[config.mk]
export PLATFORM = sky130hd
export DESIGN_NAME = sm3_hash_engine
export DESIGN_NICKNAME = d
export VERILOG_FILES = /design/src/hdl/sm3_pkg.sv /design/src/hdl/sm3_front.sv /design/src/hdl/sm3_back.sv /design/src/hdl/sm3_hash_engine.sv
export VERILOG_INCLUDE_DIRS = /design/src /design/src/hdl
export SDC_FILE = /design/constraint.sdc
export NUM_CORES = 2
export LEC_CHECK = 0
export ABC_AREA = 1
export BUFFER_PORTS_ARGS = -buffer_cell sky130_fd_sc_hd__buf_2
export CAP_MARGIN = 10
export CORE_ASPECT_RATIO = 0.75
export CORE_MARGIN = 1
export CORE_UTILIZATION = 35
export CTS_BUF_LIST = sky130_fd_sc_hd__clkbuf_16
export DETAILED_ROUTE_END_ITERATION = 8
export PLACE_DENSITY = 0.49
export SLEW_MARGIN = 20
export SYNTH_ARGS = -nofsm -noshare
export SYNTH_HDL_FRONTEND = slang
export SYNTH_HIERARCHICAL = 1
export SYNTH_SLANG_ARGS = --single-unit
[constraint.sdc]
create_clock -name clk -period 20 [get_ports clk]
set_input_delay 1 -clock clk [delete_from_list [all_inputs] [get_ports clk]]
set_output_delay 1 -clock clk [all_outputs]
set_load 0.005 [all_outputs]
[src/hdl/assert_macros.svh]
// Assertion macros used by the SM3 back end.
`ifndef ASSERT_MACROS_SVH
`define ASSERT_MACROS_SVH

// Check that prop holds on every clock edge outside reset.
`define CHK_ALWAYS(label, clk, rst_n, prop, msg) \
	label: assert property (@(posedge clk) disable iff (!rst_n) (prop)) else $error(msg);

// Check that ante at one edge implies cons at the next.
`define CHK_NEXT(label, clk, rst_n, ante, cons, msg) \
	label: assert property (@(posedge clk) disable iff (!rst_n) (ante) |=> (cons)) else $error(msg);

`endif

[src/hdl/sm3_pkg.sv]
// Shared types and constants for the SM3 engine.
package sm3_pkg;
	localparam logic [31:0] T_LOW  = 32'h79CC4519;
	localparam logic [31:0] T_HIGH = 32'h7A879D8A;
	localparam logic [255:0] SM3_IV =
		256'h7380166F4914B2B9172442D7DA8A0600A96F30BC163138AAE38DEE4DB0FB0E4E;
	localparam int QDEPTH = 4;

	// Classified beat passed from the front to the back.
	typedef struct packed {
		logic [7:0] data;
		logic       valid;
		logic       last;
	} sm3_beat_t;

	typedef enum logic [2:0] {
		ST_IDLE, ST_PAD, ST_LEN, ST_COMP, ST_OUT
	} sm3_state_t;

	function automatic logic [31:0] rotl(input logic [31:0] x, input logic [4:0] n);
		logic [63:0] d;
		d = {x, x} << n;
		return d[63:32];
	endfunction

	function automatic logic [31:0] p0(input logic [31:0] x);
		return x ^ rotl(x, 5'd9) ^ rotl(x, 5'd17);
	endfunction

	function automatic logic [31:0] p1(input logic [31:0] x);
		return x ^ rotl(x, 5'd15) ^ rotl(x, 5'd23);
	endfunction
endpackage

[src/hdl/sm3_front.sv]
// Input front: accepts beats, drops idle ones, queues the rest.
module sm3_front import sm3_pkg::*; (
	input  logic       clk,
	input  logic       arst_n,
	input  logic       push,
	output logic       full,
	input  logic [7:0] msg_byte,
	input  logic       byte_valid,
	input  logic       last_byte,
	output logic       q_avail,
	output sm3_beat_t  q_beat,
	input  logic       q_take
);
	localparam int AW = $clog2(QDEPTH);
	sm3_beat_t         mem_q [QDEPTH];
	logic [AW-1:0]     wp_q, rp_q;
	logic [AW:0]       cnt_q;
	logic              wr;

	assign full    = (cnt_q == (AW+1)'(QDEPTH));
	assign wr      = push && !full && (byte_valid || last_byte);
	assign q_avail = (cnt_q != '0);
	assign q_beat  = mem_q[rp_q];

	always_ff @(posedge clk) begin
		if (wr) mem_q[wp_q] <= '{data: msg_byte, valid: byte_valid, last: last_byte};
	end

	always_ff @(posedge clk or negedge arst_n) begin
		if (!arst_n) begin
			wp_q  <= '0;
			rp_q  <= '0;
			cnt_q <= '0;
		end else begin
			if (wr) wp_q <= wp_q + 1'b1;
			if (q_take) rp_q <= rp_q + 1'b1;
			cnt_q <= cnt_q + (AW+1)'(wr) - (AW+1)'(q_take);
		end
	end
endmodule

[src/hdl/sm3_back.sv]
// Back end: block packing, padding, 64-round compression and digest output.
module sm3_back import sm3_pkg::*; (
	input  logic        clk,
	input  logic        arst_n,
	input  logic        q_avail,
	input  sm3_beat_t   q_beat,
	output logic        q_take,
	output logic        empty,
	input  logic        pop,
	output logic [31:0] digest_word,
	output logic [2:0]  word_index,
	output logic        last_word
);
	`include "assert_macros.svh"

	sm3_state_t  state_q, state_d;
	logic [31:0] cv_q [8];
	logic [31:0] buf_q [16];
	logic [31:0] w_q [16];
	logic [31:0] r_q [8];
	logic [63:0] bits_q, len_q;
	logic [5:0]  fill_q;
	logic [5:0]  rnd_q;
	logic [2:0]  lcnt_q;
	logic [2:0]  oidx_q;
	logic        fin_q;
	sm3_state_t  ret_q;

	// byte source for the packer
	logic        put;
	logic [7:0]  pbyte;
	logic        blk_done;

	always_comb begin
		state_d = state_q;
		case (state_q)
			ST_IDLE: if (q_avail) begin
				if (q_beat.valid && fill_q == 6'd63) state_d = ST_COMP;
				else if (q_beat.last) state_d = ST_PAD;
			end
			ST_PAD:  if (fill_q == 6'd63) state_d = ST_COMP;
				else if (fill_q == 6'd55 || (fill_q == 6'd56 && fin_q)) state_d = ST_LEN;
			ST_LEN:  if (fill_q == 6'd63) state_d = ST_COMP;
			ST_COMP: if (rnd_q == 6'd63) state_d = ret_q;
			ST_OUT:  if (pop && oidx_q == 3'd7) state_d = ST_IDLE;
			default: state_d = ST_IDLE;
		endcase
	end

	always_comb begin
		q_take = (state_q == ST_IDLE) && q_avail;
		put    = 1'b0;
		pbyte  = 8'h00;
		case (state_q)
			ST_IDLE: begin put = q_take && q_beat.valid; pbyte = q_beat.data; end
			ST_PAD:  begin put = 1'b1; pbyte = fin_q ? 8'h00 : 8'h80; end
			ST_LEN:  begin put = 1'b1; pbyte = len_q[63 - 8*lcnt_q -: 8]; end
			default: ;
		endcase
	end
	assign blk_done    = put && fill_q == 6'd63;
	assign empty       = (state_q != ST_OUT);
	assign digest_word = cv_q[oidx_q];
	assign word_index  = oidx_q;
	assign last_word   = (oidx_q == 3'd7);

	// round datapath
	logic [31:0] wnew, wj, wj4, tj, a12, ss1, ss2, ff, gg, tt1, tt2;
	always_comb begin
		wnew = p1(w_q[0] ^ w_q[7] ^ rotl(w_q[13], 5'd15)) ^ rotl(w_q[3], 5'd7) ^ w_q[10];
		wj   = w_q[0];
		wj4  = w_q[4];
		tj   = (rnd_q < 6'd16) ? T_LOW : T_HIGH;
		a12  = rotl(r_q[0], 5'd12);
		ss1  = rotl(a12 + r_q[4] + rotl(tj, rnd_q[4:0]), 5'd7);
		ss2  = ss1 ^ a12;
		if (rnd_q < 6'd16) begin
			ff = r_q[0] ^ r_q[1] ^ r_q[2];
			gg = r_q[4] ^ r_q[5] ^ r_q[6];
		end else begin
			ff = (r_q[0] & r_q[1]) | (r_q[0] & r_q[2]) | (r_q[1] & r_q[2]);
			gg = (r_q[4] & r_q[5]) | (~r_q[4] & r_q[6]);
		end
		tt1 = ff + r_q[3] + ss2 + (wj ^ wj4);
		tt2 = gg + r_q[7] + ss1 + wj;
	end

	always_ff @(posedge clk) begin
		if (put) begin
			if (fill_q[1:0] == 2'd0) buf_q[fill_q[5:2]] <= {pbyte, 24'h0};
			else buf_q[fill_q[5:2]][8*(3-fill_q[1:0]) +: 8] <= pbyte;
		end
		if (blk_done) begin
			// load schedule window with the finished block
			for (int k = 0; k < 15; k++) w_q[k] <= buf_q[k];
			w_q[15] <= {buf_q[15][31:8], pbyte};
			for (int k = 0; k < 8; k++) r_q[k] <= cv_q[k];
		end else if (state_q == ST_COMP) begin
			for (int k = 0; k < 15; k++) w_q[k] <= w_q[k+1];
			w_q[15] <= wnew;
			r_q[3] <= r_q[2];
			r_q[2] <= rotl(r_q[1], 5'd9);
			r_q[1] <= r_q[0];
			r_q[0] <= tt1;
			r_q[7] <= r_q[6];
			r_q[6] <= rotl(r_q[5], 5'd19);
			r_q[5] <= r_q[4];
			r_q[4] <= p0(tt2);
		end
	end

	always_ff @(posedge clk or negedge arst_n) begin
		if (!arst_n) begin
			state_q <= ST_IDLE;
			ret_q   <= ST_IDLE;
			for (int k = 0; k < 8; k++) cv_q[k] <= SM3_IV[255 - 32*k -: 32];
			bits_q  <= '0;
			len_q   <= '0;
			fill_q  <= '0;
			rnd_q   <= '0;
			lcnt_q  <= '0;
			oidx_q  <= '0;
			fin_q   <= 1'b0;
		end else begin
			state_q <= state_d;
			if (put) fill_q <= fill_q + 6'd1;
			if (state_q == ST_IDLE && q_take) begin
				if (q_beat.valid) bits_q <= bits_q + 64'd8;
				len_q <= bits_q + (q_beat.valid ? 64'd8 : 64'd0);
				fin_q <= 1'b0;
				lcnt_q <= '0;
				ret_q <= q_beat.last ? ST_PAD : ST_IDLE;
			end
			if (state_q == ST_PAD) begin
				fin_q <= 1'b1;
				if (fill_q == 6'd63) ret_q <= ST_PAD;
				if (fill_q == 6'd55 || (fill_q == 6'd56 && fin_q)) ret_q <= ST_OUT;
			end
			if (state_q == ST_LEN) begin
				lcnt_q <= lcnt_q + 3'd1;
				ret_q  <= ST_OUT;
			end
			if (state_q == ST_COMP) begin
				rnd_q <= rnd_q + 6'd1;
				if (rnd_q == 6'd63) begin
					cv_q[0] <= cv_q[0] ^ tt1;
					cv_q[1] <= cv_q[1] ^ r_q[0];
					cv_q[2] <= cv_q[2] ^ rotl(r_q[1], 5'd9);
					cv_q[3] <= cv_q[3] ^ r_q[2];
					cv_q[4] <= cv_q[4] ^ p0(tt2);
					cv_q[5] <= cv_q[5] ^ r_q[4];
					cv_q[6] <= cv_q[6] ^ rotl(r_q[5], 5'd19);
					cv_q[7] <= cv_q[7] ^ r_q[6];
				end
			end
			if (state_q == ST_OUT && pop) begin
				oidx_q <= oidx_q + 3'd1;
				if (oidx_q == 3'd7) begin
					for (int k = 0; k < 8; k++) cv_q[k] <= SM3_IV[255 - 32*k -: 32];
					bits_q <= '0;
					fill_q <= '0;
				end
			end
		end
	end

	`CHK_ALWAYS(a_take_idle, clk, arst_n, !q_take || state_q == ST_IDLE, "take outside idle")
	`CHK_NEXT(a_comp_start, clk, arst_n, blk_done, state_q == ST_COMP && rnd_q == 6'd0, "no compress after block")
	`CHK_ALWAYS(a_out_fill, clk, arst_n, state_q != ST_OUT || fill_q == 6'd0, "digest with partial block")
endmodule

[src/hdl/sm3_hash_engine.sv]
// SM3 engine: bytes are packed into a block while the core is idle; each block is compressed in 64 rounds.
// No byte is taken during compression; the 64th byte of a block starts the rounds.
// On a last beat, padding writes the pad bytes and adds one or two compressions,
// then eight digest beats are offered. A four-entry queue decouples input from the core.
// Asynchronous active-low reset returns the chain to the IV and empties the queue.
module sm3_hash_engine import sm3_pkg::*; (
	input  logic        clk,
	input  logic        arst_n,
	input  logic        push,
	output logic        full,
	input  logic [7:0]  msg_byte,
	input  logic        byte_valid,
	input  logic        last_byte,
	output logic        empty,
	input  logic        pop,
	output logic [31:0] digest_word,
	output logic [2:0]  word_index,
	output logic        last_word
);
	logic      q_avail, q_take;
	sm3_beat_t q_beat;

	sm3_front u_front (
		.clk, .arst_n, .push, .full, .msg_byte, .byte_valid, .last_byte,
		.q_avail, .q_beat, .q_take
	);

	sm3_back u_back (
		.clk, .arst_n, .q_avail, .q_beat, .q_take,
		.empty, .pop, .digest_word, .word_index, .last_word
	);
endmodule
==> results.cfg <==
[setup_path]
cp_data_arrival_time_ps = 10660
worst_r2r_path_depth = 43
buffers_and_inverters_on_the_worst_path = 11
crit_path_start = u_back/rnd_q[4]
startpoint_type = register
end_kind = register
path_delay_family = simple AND/OR/NAND/NOR gates
cpMaxStageDelayCell = sky130_fd_sc_hd__xor2_1
cp_max_fo = 37
critPathMostFrequentCell = sky130_fd_sc_hd__inv_1
crit_required_ps = 20740
worst-r2r-setup-slack_ps = 10080
rr_startpoint = u_back/rnd_q[4]
max_stage_delay_ps = 860
critical_path_class = register to register
worst_r2r_endpoint = u_back/cv_q[121]

[cts]
clk_transition_reported_paths_ps = 60
cts_inserted_buffers = 191
post_cts_resize_count = 0
h_tree_levels = 4
clk_path_buf_depth = 4
worstSkewPairLatency_ps = 880
tritoncts_clock_tree = done
clock_sink_count = 1722
cts.hold.buffers_added = 0
post_cts_buffers = 0
clock-root-buffer = sky130_fd_sc_hd__clkbuf_16

[floorplanning]
initial_utilization_pct = 35.19
floorplan.core_area_um2 = 250300
fp.dieW_um = 581.3
die_y_um = 436.4
floorplan.rows = 159
io-pin-count = 52
total_die_area_um2 = 253700

[synth]
post_synth_num_cell_types = 63
synthesis.instances = 9161
synth_nets = 9480
async_reset_ff_share_pct = 23.81
post-synth-top-count-cell = sky130_fd_sc_hd__nand2_1
mappedNetlistArea_um2 = 88080
synth_seq_area_share_pct = 56.55
synth-edff-count = 1312
synth-main-ff-cell = sky130_fd_sc_hd__edfxtp_1
post_synth_main_area_contributors = sky130_fd_sc_hd__edfxtp_1 (45%), sky130_fd_sc_hd__nand2_1 (12%), sky130_fd_sc_hd__dfrtp_1 (8.3%), sky130_fd_sc_hd__o21ai_0 (4.5%), sky130_fd_sc_hd__fa_1 (4.3%)
number_of_warnings_printed_during_yosys_synthesis = 6
synth.cells.most_frequent = sky130_fd_sc_hd__nand2_1 (2855), sky130_fd_sc_hd__edfxtp_1 (1312), sky130_fd_sc_hd__inv_1 (849), sky130_fd_sc_hd__o21ai_0 (794), sky130_fd_sc_hd__nor2_1 (475)
yosysTopAreaCell = sky130_fd_sc_hd__edfxtp_1
synthesis.area_per_instance_um2 = 9.615
yosysTopAreaCellShare_pct = 44.73
yosys_register_bits = 1722

[sta]
finalHoldViolCount = 0
fin_skew_ps = 69.30
timing.fmax_ghz = 0.1008
timing_max_transition_violations_final = 0
fin_crit_sh_pct = 49.59
max-slew-margin-rel_pct = 10.58
final_total_negative_setup_slack_ps = 0
setup_violations = 0
rsz0062_at_grt = no
worst-slew-pin-transition_ps = 1327
finalCriticalPeriod_ps = 9919

[layout]
layout-drive-gt1-share_pct = 7.953
filler_cell_count = 24614
nNetsFinal = 9478
stdcell_area_um2 = 98150
area_growth_syn_to_layout_pct = 11.43

[flow_run]
drv.max_cap_violation_count = 0

[routing]
final_antenna_net_count = 0
drt_pre_antenna_iters = 6
detail_route.vias_per_cell = 5.309
post_drt_wl_per_cell_um = 27.53
route.final.wire_length_mm = 347.2
drt_iter0_drc = 8655
drc = 0
routed-via-count = 66962

[grt]
largest_net_degree_at_the_start_of_global_routing = 200
grt_antenna_before_repair = 26
globalRouteOverflowTotal = 0
first_global_vias = 61653
first_pass_grt_wire_length_mm = 484.4
groute.usage.overall_pct = 26.93

[placed_design]
placedInstanceArea_um2 = 92180
place_congestion = 0.9689
numPortBuffers = 51
place_hpwl_mm = 255.9

[min_path]
hold_path.class = input pin to asynchronous set/reset pin

[outcome]
outcome = complete, no violations
==> per-layer routing <==
layer  up-vias  wire, µm  part of all wire, %  track usage [%]
li1      30233         -                    -                -
met1     33547    176600                   51            45.21
met2      2879    130500                   38            34.43
met3       295     34550                   10            6.016
met4         8      5510                  1.6            4.362
met5         -        50                0.014                0
==> flip-flops by register name (all words and copies together), names as in the netlist, 3 cells and up <==
signal             cells
u_back/bits_q         61
u_back/buf_q         504
u_back/cv_q          256
u_back/fill_q          6
u_back/lcnt_q          3
u_back/len_q          61
u_back/r_q           256
u_back/ret_q           3
u_back/rnd_q           6
u_back/state_q         3
u_back/w_q           512
u_back/word_index      3
u_front/cnt_q          3
u_front/mem_q         40
==> worst max path at each step <==
stage / endpoint / slack (ps) / depth (start not counted)
2_1_floorplan: u_back/r_q[0][0] / 460 / 12
5_1_grt: u_back/cv_q[121] / 9710 / 45
4_1_cts: u_back/r_q[1][15] / 10430 / 39
3_5_place_dp: u_back/cv_q[121] / 10460 / 43
6_report: u_back/cv_q[121] / 10080 / 43
3_3_place_gp: u_back/r_q[1][15] / 9890 / 38
==> cell usage in the layout (no fill, tap or decap), types with 11 or more instances in the layout <==
cell / count
sky130_fd_sc_hd__a21oi_1: 345
sky130_fd_sc_hd__a31oi_1: 47
sky130_fd_sc_hd__buf_2: 50
sky130_fd_sc_hd__buf_4: 120
sky130_fd_sc_hd__bufinv_16: 14
sky130_fd_sc_hd__clkbuf_16: 192
sky130_fd_sc_hd__clkinv_1: 36
sky130_fd_sc_hd__clkinv_2: 26
sky130_fd_sc_hd__dfrtp_1: 289
sky130_fd_sc_hd__dfstp_2: 119
sky130_fd_sc_hd__edfxtp_1: 1312
sky130_fd_sc_hd__fa_1: 189
sky130_fd_sc_hd__ha_1: 116
sky130_fd_sc_hd__inv_1: 897
sky130_fd_sc_hd__inv_2: 23
sky130_fd_sc_hd__mux2i_1: 26
sky130_fd_sc_hd__nand2_1: 2854
sky130_fd_sc_hd__nand2_2: 15
sky130_fd_sc_hd__nand3_1: 416
sky130_fd_sc_hd__nand3b_1: 24
sky130_fd_sc_hd__nand4_1: 55
sky130_fd_sc_hd__nor2_1: 449
sky130_fd_sc_hd__nor2_2: 36
sky130_fd_sc_hd__nor2_4: 12
sky130_fd_sc_hd__nor3_1: 60
sky130_fd_sc_hd__nor3_2: 14
sky130_fd_sc_hd__nor4_1: 13
sky130_fd_sc_hd__o211ai_1: 18
sky130_fd_sc_hd__o21a_1: 11
sky130_fd_sc_hd__o21ai_0: 793
sky130_fd_sc_hd__o21ai_1: 75
sky130_fd_sc_hd__or2_2: 25
sky130_fd_sc_hd__xnor2_1: 97
sky130_fd_sc_hd__xor2_1: 386
==> logic make-up after synthesis <==
group / share of synthesized area [%]
xor gates and xnor gates: 5.041
DFF: 56.55
adders and majority gates: 5.943
muxes: 0.2955
and+or+nand+nor: 18.63
buffers and inverters: 5.473
AOI/OAI and AO/OA: 8.073
==> area by class of cell <==
| class | instances | area, µm² | share of cell area [%] |
|---|---|---|---|
| antenna | 7 | 17.52 | 0.01785 |
| clock buffer | 192 | 4805 | 4.895 |
| clock inverter | 147 | 1077 | 1.098 |
| inverter | 873 | 3298 | 3.360 |
| multi-input combinational | 6196 | 33760 | 34.40 |
| sequential | 1722 | 49810 | 50.75 |
| tap | 3300 | 4129 | 4.207 |
| timing repair buffer | 175 | 1246 | 1.270 |
==> per-stage QoR <==
step | instances | utilization [%] | worst slack [ps] | hold WS, ps
2_1_floorplan | 9161 | - | 456.2 | 442.6
3_3_place_gp | 12261 | 36.80 | 9890 | 462.1
3_5_place_dp | 12264 | 36.83 | 10460 | 459.1
4_1_cts | 12603 | 39.18 | 10430 | 118.5
5_1_grt | 12606 | 39.21 | 9706 | 136.0
6_report | 12612 | 39.22 | 10080 | 119.6
Power is left out: the tool's default activity adds up to more than one toggle a clock period on the data nets, which glitch-free logic cannot reach.
